--- config.mk ---
export PLATFORM = sky130hd
export DESIGN_NAME = microcode_source_tokenizer_top_flat
export DESIGN_NICKNAME = d
export VERILOG_FILES = /design/src/design/mctok_pkg.sv /design/src/design/mctok_if.sv /design/src/design/microcode_source_tokenizer_top.sv /design/src/design/mctok_core.sv /design/src/design/mctok_outq.sv /design/src/flat_wrapper.sv
export SDC_FILE = /design/constraint.sdc
export NUM_CORES = 2
export LEC_CHECK = 0
export ABC_CLOCK_PERIOD_IN_PS = 4980
export CAP_MARGIN = 20
export CORE_ASPECT_RATIO = 2
export CORE_MARGIN = 5
export CORE_UTILIZATION = 45
export DETAILED_ROUTE_END_ITERATION = 8
export DONT_BUFFER_PORTS = 1
export PLACE_DENSITY = 0.69
export SLEW_MARGIN = 25
export SYNTH_ARGS = -nofsm -noshare
export SYNTH_HDL_FRONTEND = slang
export SYNTH_SLANG_ARGS = --single-unit
--- constraint.sdc ---
create_clock -name clk -period 4.98 [get_ports clk]
set_input_delay 0.747 -clock clk [delete_from_list [all_inputs] [get_ports clk]]
set_output_delay 0.747 -clock clk [all_outputs]
set_load 0.02 [all_outputs]
--- src/design/mctok_pkg.sv ---
// ----------------------------------------------------------------------------
// mctok_pkg
// Shared types and constants of the microcode source tokenizer: token kinds,
// error codes, default counter widths and the keyword spelling table.
// ----------------------------------------------------------------------------
package mctok_pkg;

	localparam int OFFSET_BITS_DEF = 24;
	localparam int LINE_BITS_DEF   = 20;
	localparam int COLUMN_BITS_DEF = 16;
	localparam int NUM_BITS        = 31;
	localparam int KIND_BITS       = 5;
	localparam int ERR_BITS        = 2;
	localparam int KW_COUNT        = 5;

	localparam logic [KIND_BITS-1:0] TK_EOF     = 5'd0;
	localparam logic [KIND_BITS-1:0] TK_LPAREN  = 5'd1;
	localparam logic [KIND_BITS-1:0] TK_RPAREN  = 5'd2;
	localparam logic [KIND_BITS-1:0] TK_LBRACE  = 5'd3;
	localparam logic [KIND_BITS-1:0] TK_RBRACE  = 5'd4;
	localparam logic [KIND_BITS-1:0] TK_SEMI    = 5'd5;
	localparam logic [KIND_BITS-1:0] TK_COLON   = 5'd6;
	localparam logic [KIND_BITS-1:0] TK_EQUALS  = 5'd7;
	localparam logic [KIND_BITS-1:0] TK_COMMA   = 5'd8;
	localparam logic [KIND_BITS-1:0] TK_STRING  = 5'd9;
	localparam logic [KIND_BITS-1:0] TK_NUMBER  = 5'd10;
	localparam logic [KIND_BITS-1:0] TK_IDENT   = 5'd11;
	localparam logic [KIND_BITS-1:0] TK_HEADER  = 5'd12;
	localparam logic [KIND_BITS-1:0] TK_ERROR   = 5'd17;

	localparam logic [ERR_BITS-1:0] ERR_NONE       = 2'd0;
	localparam logic [ERR_BITS-1:0] ERR_UNEXPECTED = 2'd1;
	localparam logic [ERR_BITS-1:0] ERR_TOO_LARGE  = 2'd2;

	// keywords, in token kind order starting at TK_HEADER
	localparam logic [63:0] KW_WORD [KW_COUNT] = '{"header", "include", "input", "opcode", "type"};
	localparam logic [2:0]  KW_LEN  [KW_COUNT] = '{3'd6, 3'd7, 3'd5, 3'd6, 3'd4};

	typedef struct packed {
		logic first;
		logic second;
	} mctok_push_t;

	// character pos of keyword k; caller guarantees pos < KW_LEN[k]
	function automatic logic [7:0] kw_char(input logic [2:0] k, input logic [2:0] pos);
		logic [2:0]  sh;
		logic [63:0] w;
		w  = KW_WORD[k];
		sh = KW_LEN[k] - 3'd1 - pos;
		return w[{sh, 3'b000} +: 8];
	endfunction

endpackage

--- src/design/mctok_if.sv ---
// ----------------------------------------------------------------------------
// mctok interfaces
// Valid/ready channels of the tokenizer: source bytes in, tokens out.
// ----------------------------------------------------------------------------
interface mctok_char_if;
	logic       valid;
	logic       ready;
	logic [7:0] char_byte;
	logic       end_of_text;

	modport source(output valid, output char_byte, output end_of_text, input ready);
	modport sink(input valid, input char_byte, input end_of_text, output ready);
endinterface

interface mctok_tok_if #(
	parameter int OFFSET_BITS = mctok_pkg::OFFSET_BITS_DEF,
	parameter int LINE_BITS   = mctok_pkg::LINE_BITS_DEF,
	parameter int COLUMN_BITS = mctok_pkg::COLUMN_BITS_DEF
);
	import mctok_pkg::*;

	logic                   valid;
	logic                   ready;
	logic [KIND_BITS-1:0]   token_kind;
	logic [ERR_BITS-1:0]    error_code;
	logic [OFFSET_BITS-1:0] start_offset;
	logic [OFFSET_BITS-1:0] token_length;
	logic [LINE_BITS-1:0]   line_number;
	logic [COLUMN_BITS-1:0] column_number;
	logic [NUM_BITS-1:0]    number_value;
	logic                   last_of_run;

	modport source(output valid, output token_kind, output error_code, output start_offset,
		output token_length, output line_number, output column_number, output number_value,
		output last_of_run, input ready);
	modport sink(input valid, input token_kind, input error_code, input start_offset,
		input token_length, input line_number, input column_number, input number_value,
		input last_of_run, output ready);
endinterface

--- src/design/microcode_source_tokenizer_top.sv ---
// ----------------------------------------------------------------------------
// microcode_source_tokenizer_top
// Streaming tokenizer for microcode source text, one byte per transfer.
// ----------------------------------------------------------------------------
// Accepts one source byte (or end-of-text mark) per cycle while the queue has
// room for two tokens, and emits tokens with offset, length, line, column and
// numeric value. A byte is registered, scanned by the combinational scan step
// and its tokens are written into a four-entry queue once it has room; the
// queue's head drives the output. Most bytes yield zero or one token, so the
// sustained rate is one byte per cycle while the output keeps up. A byte that
// ends a number or identifier and is itself a token, or an end-of-text with a
// pending token, yields two tokens; the output drains at most one token per
// cycle, so a long run of such bytes is limited by the queue's single read
// port. Input ready depends only on registered state.
// ----------------------------------------------------------------------------
module microcode_source_tokenizer_top #(
	parameter int OFFSET_BITS = mctok_pkg::OFFSET_BITS_DEF,
	parameter int LINE_BITS   = mctok_pkg::LINE_BITS_DEF,
	parameter int COLUMN_BITS = mctok_pkg::COLUMN_BITS_DEF
) (
	input  logic         clk,
	input  logic         arst_n,
	mctok_char_if.sink   chars,
	mctok_tok_if.source  tokens
);
	import mctok_pkg::*;

	localparam int RES_W = KIND_BITS + ERR_BITS + 2 * OFFSET_BITS + LINE_BITS + COLUMN_BITS
		+ NUM_BITS + 1;

	logic         v_s1;
	logic [7:0]   char_s1;
	logic         eot_s1;
	logic         take;
	logic         space2;
	mctok_push_t  push;
	logic [RES_W-1:0] res0, res1, q_data;

	assign take        = v_s1 && space2;
	assign chars.ready = !v_s1 || take;

	always_ff @(posedge clk or negedge arst_n) begin
		if (!arst_n) begin
			v_s1 <= 1'b0;
		end else if (chars.ready) begin
			v_s1 <= chars.valid;
		end
	end

	always_ff @(posedge clk) begin
		if (chars.valid && chars.ready) begin
			char_s1 <= chars.char_byte;
			eot_s1  <= chars.end_of_text;
		end
	end

	mctok_core #(
		.OFFSET_BITS(OFFSET_BITS),
		.LINE_BITS  (LINE_BITS),
		.COLUMN_BITS(COLUMN_BITS),
		.RES_W      (RES_W)
	) u_core (
		.clk        (clk),
		.arst_n     (arst_n),
		.take       (take),
		.char_byte  (char_s1),
		.end_of_text(eot_s1),
		.push       (push),
		.res0       (res0),
		.res1       (res1)
	);

	mctok_outq #(
		.W(RES_W)
	) u_outq (
		.clk      (clk),
		.arst_n   (arst_n),
		.push     (push),
		.wdata0   (res0),
		.wdata1   (res1),
		.space2   (space2),
		.out_valid(tokens.valid),
		.out_ready(tokens.ready),
		.out_data (q_data)
	);

	assign {tokens.token_kind, tokens.error_code, tokens.start_offset, tokens.token_length,
		tokens.line_number, tokens.column_number, tokens.number_value,
		tokens.last_of_run} = q_data;

endmodule

--- src/design/mctok_core.sv ---
// ----------------------------------------------------------------------------
// mctok_core
// Scanner state and the combinational scan step: takes one registered byte,
// updates the scan state and produces up to two packed tokens.
// ----------------------------------------------------------------------------
module mctok_core #(
	parameter int OFFSET_BITS = mctok_pkg::OFFSET_BITS_DEF,
	parameter int LINE_BITS   = mctok_pkg::LINE_BITS_DEF,
	parameter int COLUMN_BITS = mctok_pkg::COLUMN_BITS_DEF,
	parameter int RES_W       = mctok_pkg::KIND_BITS + mctok_pkg::ERR_BITS + 2 * OFFSET_BITS
		+ LINE_BITS + COLUMN_BITS + mctok_pkg::NUM_BITS + 1
) (
	input  logic                      clk,
	input  logic                      arst_n,
	input  logic                      take,
	input  logic [7:0]                char_byte,
	input  logic                      end_of_text,
	output mctok_pkg::mctok_push_t    push,
	output logic [RES_W-1:0]          res0,
	output logic [RES_W-1:0]          res1
);
	import mctok_pkg::*;

	localparam int TOK_W = RES_W - 1;

	localparam logic [7:0] CH_SP   = 8'h20;
	localparam logic [7:0] CH_TAB  = 8'h09;
	localparam logic [7:0] CH_CR   = 8'h0D;
	localparam logic [7:0] CH_LF   = 8'h0A;
	localparam logic [7:0] CH_HASH = 8'h23;
	localparam logic [7:0] CH_X    = 8'h78;
	localparam logic [7:0] CH_DQ   = 8'h22;
	localparam logic [7:0] CH_SQ   = 8'h27;
	localparam logic [7:0] CH_LPAR = 8'h28;
	localparam logic [7:0] CH_RPAR = 8'h29;
	localparam logic [7:0] CH_LBR  = 8'h7B;
	localparam logic [7:0] CH_RBR  = 8'h7D;
	localparam logic [7:0] CH_SEMI = 8'h3B;
	localparam logic [7:0] CH_COL  = 8'h3A;
	localparam logic [7:0] CH_EQ   = 8'h3D;
	localparam logic [7:0] CH_CMA  = 8'h2C;

	typedef enum logic [2:0] {
		M_IDLE,
		M_COMMENT,
		M_DEC,
		M_HEX,
		M_IDENT,
		M_STRING
	} mode_t;

	mode_t                  mode_q, mode_n;
	logic                   qk_q, qk_n;
	logic [OFFSET_BITS-1:0] tso_q, tso_n;
	logic [OFFSET_BITS-1:0] off_q, off_n;
	logic [LINE_BITS-1:0]   line_q, line_n;
	logic [COLUMN_BITS-1:0] col_q, col_n;
	logic [NUM_BITS-1:0]    acc_q, acc_n;
	logic                   ovf_q, ovf_n;
	logic                   szs_q, szs_n;
	logic [KW_COUNT-1:0]    cand_q, cand_n;
	logic [3:0]             idlen_q, idlen_n;

	logic [OFFSET_BITS-1:0] off_inc;
	logic [LINE_BITS-1:0]   line_inc;
	logic [COLUMN_BITS-1:0] col_inc;
	logic                   is_dig, is_alpha, is_hex;
	logic [3:0]             hex_d;
	logic [NUM_BITS+3:0]    dec_next, hex_next;
	logic [KW_COUNT-1:0]    cand_first, cand_keep;
	logic [KIND_BITS-1:0]   ident_kind;

	logic [KIND_BITS-1:0]   p_kind, i_kind;
	logic [ERR_BITS-1:0]    p_err, i_err;
	logic [NUM_BITS-1:0]    p_val;
	logic                   has_pend;
	logic [TOK_W-1:0]       p_vec, i_vec, s_vec, e_vec, r0, r1;
	logic                   flush, do_idle, i_emit;

	assign off_inc  = (off_q == '1) ? off_q : off_q + OFFSET_BITS'(1);
	assign col_inc  = (col_q == '1) ? col_q : col_q + COLUMN_BITS'(1);
	assign line_inc = (line_q == '1) ? line_q : line_q + LINE_BITS'(1);

	assign is_dig   = (char_byte >= "0") && (char_byte <= "9");
	assign is_alpha = ((char_byte >= "a") && (char_byte <= "z"))
		|| ((char_byte >= "A") && (char_byte <= "Z")) || (char_byte == "_");

	always_comb begin
		is_hex = 1'b1;
		hex_d  = char_byte[3:0];
		if (is_dig) begin
			hex_d = char_byte[3:0];
		end else if ((char_byte >= "a" && char_byte <= "f")
			|| (char_byte >= "A" && char_byte <= "F")) begin
			hex_d = char_byte[3:0] + 4'd9;
		end else begin
			is_hex = 1'b0;
		end
	end

	// acc*10 + d and acc*16 + d, overflow if anything lands above bit 30
	assign dec_next = (NUM_BITS+4)'({acc_q, 3'b000}) + (NUM_BITS+4)'({acc_q, 1'b0})
		+ (NUM_BITS+4)'(char_byte[3:0]);
	assign hex_next = {acc_q, 4'b0000} | (NUM_BITS+4)'(hex_d);

	always_comb begin
		ident_kind = TK_IDENT;
		for (int k = 0; k < KW_COUNT; k++) begin
			cand_first[k] = (kw_char(3'(k), 3'd0) == char_byte);
			cand_keep[k]  = cand_q[k] && (idlen_q < {1'b0, KW_LEN[k]})
				&& (kw_char(3'(k), idlen_q[2:0]) == char_byte);
			if (cand_q[k] && (idlen_q == {1'b0, KW_LEN[k]}))
				ident_kind = KIND_BITS'(int'(TK_HEADER) + k);
		end
	end

	// token still open when a terminator or end of text arrives
	always_comb begin
		has_pend = 1'b1;
		p_kind   = TK_STRING;
		p_err    = ERR_NONE;
		p_val    = '0;
		unique case (mode_q)
			M_DEC, M_HEX: begin
				if (ovf_q) begin
					p_kind = TK_ERROR;
					p_err  = ERR_TOO_LARGE;
				end else begin
					p_kind = TK_NUMBER;
					p_val  = acc_q;
				end
			end
			M_IDENT:  p_kind = ident_kind;
			M_STRING: p_kind = TK_STRING;
			default:  has_pend = 1'b0;
		endcase
	end

	// one-byte tokens started from idle
	always_comb begin
		i_err = ERR_NONE;
		unique case (char_byte)
			CH_LPAR: i_kind = TK_LPAREN;
			CH_RPAR: i_kind = TK_RPAREN;
			CH_LBR:  i_kind = TK_LBRACE;
			CH_RBR:  i_kind = TK_RBRACE;
			CH_SEMI: i_kind = TK_SEMI;
			CH_COL:  i_kind = TK_COLON;
			CH_EQ:   i_kind = TK_EQUALS;
			CH_CMA:  i_kind = TK_COMMA;
			default: begin
				i_kind = TK_ERROR;
				i_err  = ERR_UNEXPECTED;
			end
		endcase
	end

	assign p_vec = {p_kind, p_err, tso_q, OFFSET_BITS'(off_q - tso_q), line_q, col_q, p_val};
	assign i_vec = {i_kind, i_err, off_q, OFFSET_BITS'(off_inc - off_q), line_q, col_inc,
		NUM_BITS'(0)};
	assign s_vec = {TK_STRING, ERR_NONE, tso_q, OFFSET_BITS'(off_inc - tso_q), line_q, col_inc,
		NUM_BITS'(0)};
	assign e_vec = {TK_EOF, ERR_NONE, off_q, OFFSET_BITS'(0), line_q, col_inc, NUM_BITS'(0)};

	always_comb begin
		mode_n  = mode_q;
		qk_n    = qk_q;
		tso_n   = tso_q;
		off_n   = off_q;
		line_n  = line_q;
		col_n   = col_q;
		acc_n   = acc_q;
		ovf_n   = ovf_q;
		szs_n   = szs_q;
		cand_n  = cand_q;
		idlen_n = idlen_q;
		flush   = 1'b0;
		do_idle = 1'b0;
		i_emit  = 1'b0;
		push    = '0;
		r0      = p_vec;
		r1      = i_vec;

		if (end_of_text) begin
			push.first  = 1'b1;
			push.second = has_pend;
			r0          = has_pend ? p_vec : e_vec;
			r1          = e_vec;
			mode_n      = M_IDLE;
			qk_n        = 1'b0;
			tso_n       = '0;
			off_n       = '0;
			line_n      = LINE_BITS'(1);
			col_n       = COLUMN_BITS'(1);
			acc_n       = '0;
			ovf_n       = 1'b0;
			szs_n       = 1'b0;
			cand_n      = '0;
			idlen_n     = '0;
		end else begin
			unique case (mode_q)
				M_COMMENT: begin
					if (char_byte == CH_LF) begin
						do_idle = 1'b1;
					end else begin
						off_n = off_inc;
						col_n = col_inc;
					end
				end
				M_DEC: begin
					szs_n = 1'b0;
					if (is_dig) begin
						acc_n = dec_next[NUM_BITS-1:0];
						ovf_n = ovf_q | (|dec_next[NUM_BITS+3:NUM_BITS]);
						off_n = off_inc;
						col_n = col_inc;
					end else if (char_byte == CH_X && szs_q) begin
						mode_n = M_HEX;
						acc_n  = '0;
						ovf_n  = 1'b0;
						off_n  = off_inc;
						col_n  = col_inc;
					end else begin
						flush   = 1'b1;
						do_idle = 1'b1;
					end
				end
				M_HEX: begin
					if (is_hex) begin
						acc_n = hex_next[NUM_BITS-1:0];
						ovf_n = ovf_q | (|hex_next[NUM_BITS+3:NUM_BITS]);
						off_n = off_inc;
						col_n = col_inc;
					end else begin
						flush   = 1'b1;
						do_idle = 1'b1;
					end
				end
				M_IDENT: begin
					if (is_alpha) begin
						cand_n  = cand_keep;
						idlen_n = (idlen_q == 4'd15) ? idlen_q : idlen_q + 4'd1;
						off_n   = off_inc;
						col_n   = col_inc;
					end else begin
						flush   = 1'b1;
						do_idle = 1'b1;
					end
				end
				M_STRING: begin
					off_n = off_inc;
					col_n = col_inc;
					if (char_byte == (qk_q ? CH_SQ : CH_DQ)) begin
						push.first = 1'b1;
						r0         = s_vec;
						mode_n     = M_IDLE;
					end
				end
				default: do_idle = 1'b1;
			endcase

			if (do_idle) begin
				mode_n = M_IDLE;
				off_n  = off_inc;
				col_n  = col_inc;
				priority if (char_byte == CH_SP || char_byte == CH_TAB || char_byte == CH_CR) begin
					// whitespace: just advance
				end else if (char_byte == CH_LF) begin
					line_n = line_inc;
					col_n  = COLUMN_BITS'(1);
				end else if (char_byte == CH_HASH) begin
					mode_n = M_COMMENT;
				end else if (is_dig) begin
					tso_n  = off_q;
					mode_n = M_DEC;
					acc_n  = NUM_BITS'(char_byte[3:0]);
					ovf_n  = 1'b0;
					szs_n  = (char_byte == "0");
				end else if (is_alpha) begin
					tso_n   = off_q;
					mode_n  = M_IDENT;
					cand_n  = cand_first;
					idlen_n = 4'd1;
				end else if (char_byte == CH_DQ || char_byte == CH_SQ) begin
					tso_n  = off_q;
					mode_n = M_STRING;
					qk_n   = (char_byte == CH_SQ);
				end else begin
					tso_n  = off_q;
					i_emit = 1'b1;
				end

				if (flush) begin
					push.first  = 1'b1;
					push.second = i_emit;
					r0          = p_vec;
					r1          = i_vec;
				end else if (i_emit) begin
					push.first = 1'b1;
					r0         = i_vec;
				end
			end
		end

		if (!take) push = '0;
	end

	assign res0 = {r0, !push.second};
	assign res1 = {r1, 1'b1};

	always_ff @(posedge clk or negedge arst_n) begin
		if (!arst_n) begin
			mode_q  <= M_IDLE;
			qk_q    <= 1'b0;
			tso_q   <= '0;
			off_q   <= '0;
			line_q  <= LINE_BITS'(1);
			col_q   <= COLUMN_BITS'(1);
			acc_q   <= '0;
			ovf_q   <= 1'b0;
			szs_q   <= 1'b0;
			cand_q  <= '0;
			idlen_q <= '0;
		end else if (take) begin
			mode_q  <= mode_n;
			qk_q    <= qk_n;
			tso_q   <= tso_n;
			off_q   <= off_n;
			line_q  <= line_n;
			col_q   <= col_n;
			acc_q   <= acc_n;
			ovf_q   <= ovf_n;
			szs_q   <= szs_n;
			cand_q  <= cand_n;
			idlen_q <= idlen_n;
		end
	end

endmodule

--- src/design/mctok_outq.sv ---
// ----------------------------------------------------------------------------
// mctok_outq
// Four-entry token queue: takes one or two tokens per cycle from the scanner
// while it has room for two, hands one per cycle to a ready output channel.
// ----------------------------------------------------------------------------
module mctok_outq #(
	parameter int W = 8
) (
	input  logic                   clk,
	input  logic                   arst_n,
	input  mctok_pkg::mctok_push_t push,
	input  logic [W-1:0]           wdata0,
	input  logic [W-1:0]           wdata1,
	output logic                   space2,
	output logic                   out_valid,
	input  logic                   out_ready,
	output logic [W-1:0]           out_data
);
	import mctok_pkg::*;

	localparam int DEPTH = 4;
	localparam int AW    = $clog2(DEPTH);

	logic [W-1:0]  mem_q [DEPTH];
	logic [AW-1:0] wp_q, rp_q;
	logic [AW:0]   cnt_q;
	logic          pop;
	logic [AW:0]   n_push;

	assign out_valid = (cnt_q != '0);
	assign out_data  = mem_q[rp_q];
	assign pop       = out_valid && out_ready;
	// worst case push is two entries; ignore this cycle's pop to keep ready registered-only
	assign space2    = (cnt_q <= (AW+1)'(DEPTH - 2));
	assign n_push    = (AW+1)'(push.first) + (AW+1)'(push.second);

	always_ff @(posedge clk) begin
		if (push.first)  mem_q[wp_q] <= wdata0;
		if (push.second) mem_q[wp_q + AW'(1)] <= wdata1;
	end

	always_ff @(posedge clk or negedge arst_n) begin
		if (!arst_n) begin
			wp_q  <= '0;
			rp_q  <= '0;
			cnt_q <= '0;
		end else begin
			wp_q  <= wp_q + n_push[AW-1:0];
			if (pop) rp_q <= rp_q + AW'(1);
			cnt_q <= cnt_q + n_push - (AW+1)'(pop);
		end
	end

endmodule

--- src/flat_wrapper.sv ---
// flat-port wrapper written by rule: the top's interface ports become plain ports
module microcode_source_tokenizer_top_flat import mctok_pkg::*;
#(
	parameter int OFFSET_BITS = mctok_pkg::OFFSET_BITS_DEF,
	parameter int LINE_BITS   = mctok_pkg::LINE_BITS_DEF,
	parameter int COLUMN_BITS = mctok_pkg::COLUMN_BITS_DEF
)
  (clk, arst_n, chars_valid, chars_char_byte, chars_end_of_text, chars_ready, tokens_valid, tokens_token_kind, tokens_error_code, tokens_start_offset, tokens_token_length, tokens_line_number, tokens_column_number, tokens_number_value, tokens_last_of_run, tokens_ready);
  mctok_char_if chars_i ();
  mctok_tok_if #(.OFFSET_BITS(OFFSET_BITS), .LINE_BITS(LINE_BITS), .COLUMN_BITS(COLUMN_BITS)) tokens_i ();
  input  logic clk;
  input  logic arst_n;
  input wire logic [$bits(chars_i.valid)-1:0] chars_valid;
  input wire logic [$bits(chars_i.char_byte)-1:0] chars_char_byte;
  input wire logic [$bits(chars_i.end_of_text)-1:0] chars_end_of_text;
  output wire logic [$bits(chars_i.ready)-1:0] chars_ready;
  output wire logic [$bits(tokens_i.valid)-1:0] tokens_valid;
  output wire logic [$bits(tokens_i.token_kind)-1:0] tokens_token_kind;
  output wire logic [$bits(tokens_i.error_code)-1:0] tokens_error_code;
  output wire logic [$bits(tokens_i.start_offset)-1:0] tokens_start_offset;
  output wire logic [$bits(tokens_i.token_length)-1:0] tokens_token_length;
  output wire logic [$bits(tokens_i.line_number)-1:0] tokens_line_number;
  output wire logic [$bits(tokens_i.column_number)-1:0] tokens_column_number;
  output wire logic [$bits(tokens_i.number_value)-1:0] tokens_number_value;
  output wire logic [$bits(tokens_i.last_of_run)-1:0] tokens_last_of_run;
  input wire logic [$bits(tokens_i.ready)-1:0] tokens_ready;
  assign chars_i.valid = chars_valid;
  assign chars_i.char_byte = chars_char_byte;
  assign chars_i.end_of_text = chars_end_of_text;
  assign chars_ready = chars_i.ready;
  assign tokens_valid = tokens_i.valid;
  assign tokens_token_kind = tokens_i.token_kind;
  assign tokens_error_code = tokens_i.error_code;
  assign tokens_start_offset = tokens_i.start_offset;
  assign tokens_token_length = tokens_i.token_length;
  assign tokens_line_number = tokens_i.line_number;
  assign tokens_column_number = tokens_i.column_number;
  assign tokens_number_value = tokens_i.number_value;
  assign tokens_last_of_run = tokens_i.last_of_run;
  assign tokens_i.ready = tokens_ready;
  microcode_source_tokenizer_top #(.OFFSET_BITS(OFFSET_BITS), .LINE_BITS(LINE_BITS), .COLUMN_BITS(COLUMN_BITS)) u_core (.clk(clk), .arst_n(arst_n), .chars(chars_i), .tokens(tokens_i));
endmodule
==> results.py <==
metrics = {
    "layout": {
        "syn2layout_area_growth_pct": 12.0,
        "mostFrequentLayoutCells": "edfxtp_1 (369), nand2_1 (345), o21ai_0 (336), nor2_1 (216), nand3_1 (209)",
        "mostFrequentLayoutCell": "edfxtp_1",
        "finalInstanceArea_sq_mm": 0.0420,
        "drive_above_1_share_pct": 14.7,
        "nNetsFinal": 3880,
        "instances_no_fill": 4813,
    },
    "critical_path": {
        "cp.buffers_inverters": 2,
        "crit_type": "reg2reg",
        "rr_worst_depth": 18,
        "r2r-end": "u_core.u_outq.mem_q[0][89]",
        "crit_path_start_kind": "flop",
        "crit_top_cell": "a21oi_2",
        "cp_top_family": "simple AND/OR/NAND/NOR gates",
        "crit_path_end_kind": "flop",
        "crit_arrival_ns": 5.17,
        "critPathMaxStageDelay_ns": 0.49,
        "r2r_start": "u_core.u_core.off_q[18]",
        "rrSetupSlack_ns": 0.19,
        "critPathMaxFanout": 4,
        "cp_slowest_cell": "or3b_2",
        "crit_chain": "and4_1, and3_2, and3_1, and4_4, buf_4, mux2i_4, inv_2, ha_1, nor2b_1, o31a_1, o211ai_1, a21oi_2, or3b_2, or4_1, nand3_1, a22oi_1, a21oi_2, o21ai_0",
        "cp.required_ns": 5.36,
    },
    "die": {
        "num_io_pins": 138,
        "dieArea_sq_mm": 0.0896,
        "die_w_microns": 214,
        "initial_core_util_pct": 45.4,
        "die_y_microns": 418,
        "core_area_sq_mm": 0.0826,
        "fp-row-count": 149,
    },
    "job": {
        "cap_violations": 0,
    },
    "logic_synthesis": {
        "synth_area_sq_mm": 0.0375,
        "synthFlopType": "edfxtp_1",
        "ys_ff_latch": 639,
        "yosys_warnings": 0,
        "syn_avg_cell_area_sq_um": 10.2,
        "synth_edf_count": 369,
        "netlist_instances": 3684,
        "async_reset_ff_share_pct": 21.6,
        "syn-num-nets": 3859,
        "ys_types": 94,
        "yosysSeqAreaShare_pct": 45.8,
    },
    "placed_design": {
        "place_hpwl_microns": 89300,
        "dp.cells": 4697,
        "place_ws_ns": -0.354,
        "gp_congestion": 1.03,
        "place_area_sq_mm": 0.0397,
        "port_buffers": 0,
    },
    "drt": {
        "drc": 0,
        "drt-initial-drc-count": 2555,
        "dr.pass1.iters": 6,
        "ant_nets": 0,
        "wl_per_cell_microns": 26.1,
        "vias_per_cell": 6.45,
        "vias": 31042,
        "postRouteWirelength_microns": 126000,
    },
    "timing": {
        "slew_violations": 0,
        "whs_ns": 0.0538,
        "relSlewSlack_pct": 36.9,
        "setup_ws_ns": 0.188,
        "fin_crit_sh_pct": 96.2,
        "tns_ns": 0,
        "timing.fmax_mhz": 209,
        "layout_min_cycle_time_ns": 4.79,
        "fin_skew_ns": 0.0408,
        "hold_violations": 0,
        "setup_viol": 0,
        "worst_pin_slew_ns": 0.937,
    },
    "power": {
        "peakVddDrop_uv": 483,
        "power.density_mw_per_mm2": 620,
        "p_leak_uw": 0.0154,
    },
    "clocking": {
        "htree_levels": 2,
        "numCtsBuffers": 57,
        "cts_buffer_depth": 3,
        "cts.clk_slew.worst_paths_ns": 0.07,
        "root_buffer": "clkbuf_16",
        "clock_sinks": 639,
        "cts_tree": "built",
        "clk_latency_ns": 0.67,
    },
    "global_route": {
        "overflow": 0,
        "grt_max_degree": 138,
        "grt_usage_pct": 27.2,
        "grt_pass1_wl_microns": 189000,
        "grt_pass1_vias": 31181,
        "antenna_found_initial": 10,
    },
    "hold_path": {
        "hold_class": "in2async",
    },
    "run_status": {
        "status": "complete, no violations",
    },
}
[what timing repair did]
action / 4_1_cts / 5_1_grt
hold buffers: 2 / 0
setup endpoints to repair: 32 / 41
pin swaps: 1 / 16
endpoints found under the hold margin: 137 / 0
gates resized for setup: 14 / 51
setup buffers: 0 / 4
[final cells by class]
| class | count | area (sq um) |
|---|---|---|
| fill | 7435 | 40600 |
| multi-input combinational | 2685 | 19200 |
| sequential | 639 | 17200 |
| timing repair buffer | 223 | 1960 |
| clock buffer | 77 | 1640 |
| tap | 1057 | 1320 |
| inverter | 99 | 387 |
| clock inverter | 30 | 359 |
| antenna | 3 | 7.51 |
[synth_stat cells, types with 20 or more instances]
library cell  count  share of area (%)
a22oi_1          32               0.64
a22o_1          107                2.5
nand3_1         210                2.8
and3_1           26               0.43
and2_1           20               0.33
o31ai_1          46               0.92
clkbuf_1        138                1.4
nand4_1          26               0.43
xor2_1           43                1.0
a21oi_1         184                2.5
dfxtp_1         132                7.0
nor2b_1          88                1.5
o22ai_1         149                2.5
a31oi_1          29               0.48
buf_2            82                1.1
a211oi_1         25               0.50
nor2_1          226                2.3
inv_1            97               0.97
nor3_1           58               0.77
a21o_1           39               0.78
o21a_1           24               0.48
ha_1            156                5.2
nand2_1         352                3.5
buf_1            34               0.34
xnor2_1          95                2.2
dfrtp_1         136                9.1
mux4_2          123                7.4
edfxtp_1        369                 30
o21ai_0         344                4.6
o211ai_1         20               0.40
[how the worst max path moves through the flow]
stage	start	to	slack, ns	depth (start not counted)
after floorplan	u_core.u_core.off_q[16]	u_core.u_outq.mem_q[0][91]	0.08	21
after global placement	u_core.u_core.off_q[16]	u_core.u_outq.mem_q[0][91]	-0.29	22
final	u_core.u_core.off_q[18]	u_core.u_outq.mem_q[0][89]	0.19	18
after global routing	u_core.u_core.off_q[16]	u_core.u_outq.mem_q[0][89]	-0.04	19
after detailed placement	u_core.u_core.off_q[16]	u_core.u_outq.mem_q[0][91]	-0.35	22
after CTS	u_core.u_core.off_q[16]	u_core.u_outq.mem_q[0][89]	0.01	19
[metal layers]
metal	vias up	routed length, microns	track usage [%]	share of wire, %
li1	14032	-	-	-
met1	15138	41600	27.6	33
met2	1350	65400	50.4	52
met3	508	7630	4.40	6.1
met4	14	10900	19.1	8.7
met5	-	96	0	0.076
[worst register-to-register path, stage by stage (launching register included)]
cell and delay, ns:
dfrtp_1 0.36, and4_1 0.21, and3_2 0.26, and3_1 0.22, and4_4 0.31, buf_4 0.17
mux2i_4 0.23, inv_2 0.08, ha_1 0.26, nor2b_1 0.15, o31a_1 0.27, o211ai_1 0.36
a21oi_2 0.17, or3b_2 0.49, or4_1 0.40, nand3_1 0.12, a22oi_1 0.11, a21oi_2 0.21
o21ai_0 0.11
[registers in the layout, indices dropped and copies added, names as in the netlist, 2 cells and up]
register / count
u_core.u_outq.rp_q: 2
u_core.u_core.off_q: 24
u_core.u_outq.cnt_q: 3
u_core.u_core.cand_q: 5
u_core.u_core.idlen_q: 4
u_core.char_s1: 8
u_core.u_core.tso_q: 24
u_core.u_core.acc_q: 31
u_core.u_core.line_q: 20
u_core.u_outq.mem_q: 492
u_core.u_outq.wp_q: 2
u_core.u_core.col_q: 16
u_core.u_core.mode_q: 3
[power breakdown]
part           leakage, uW  switching (uW)  internal, uW  total [uW]
Sequential         0.00640             579          6660        7240
Combinational      0.00805            9320          4780       14100
Clock             0.000967            2130          2590        4730
Total               0.0154           12000         14000       26100
[cell families after synthesis]
kind of cell,after synthesis,share of synthesized area [%]
fa+ha+maj,162,5.52
simple gates,1113,14.1
xor+xnor,138,3.22
compound gates,1137,19.6
flops,639,45.8
mux,135,7.72
buf+inv,360,3.99
[through the flow]
stage | power [uW] | utilization, %
detailed placement | 21000 | 48.1
finish | 26100 | 50.9
floorplan | 15700 | -
global route | 27200 | 50.9
CTS | 25900 | 50.6
global placement | 20900 | 48.1
(Power assumes the default switching activity.)
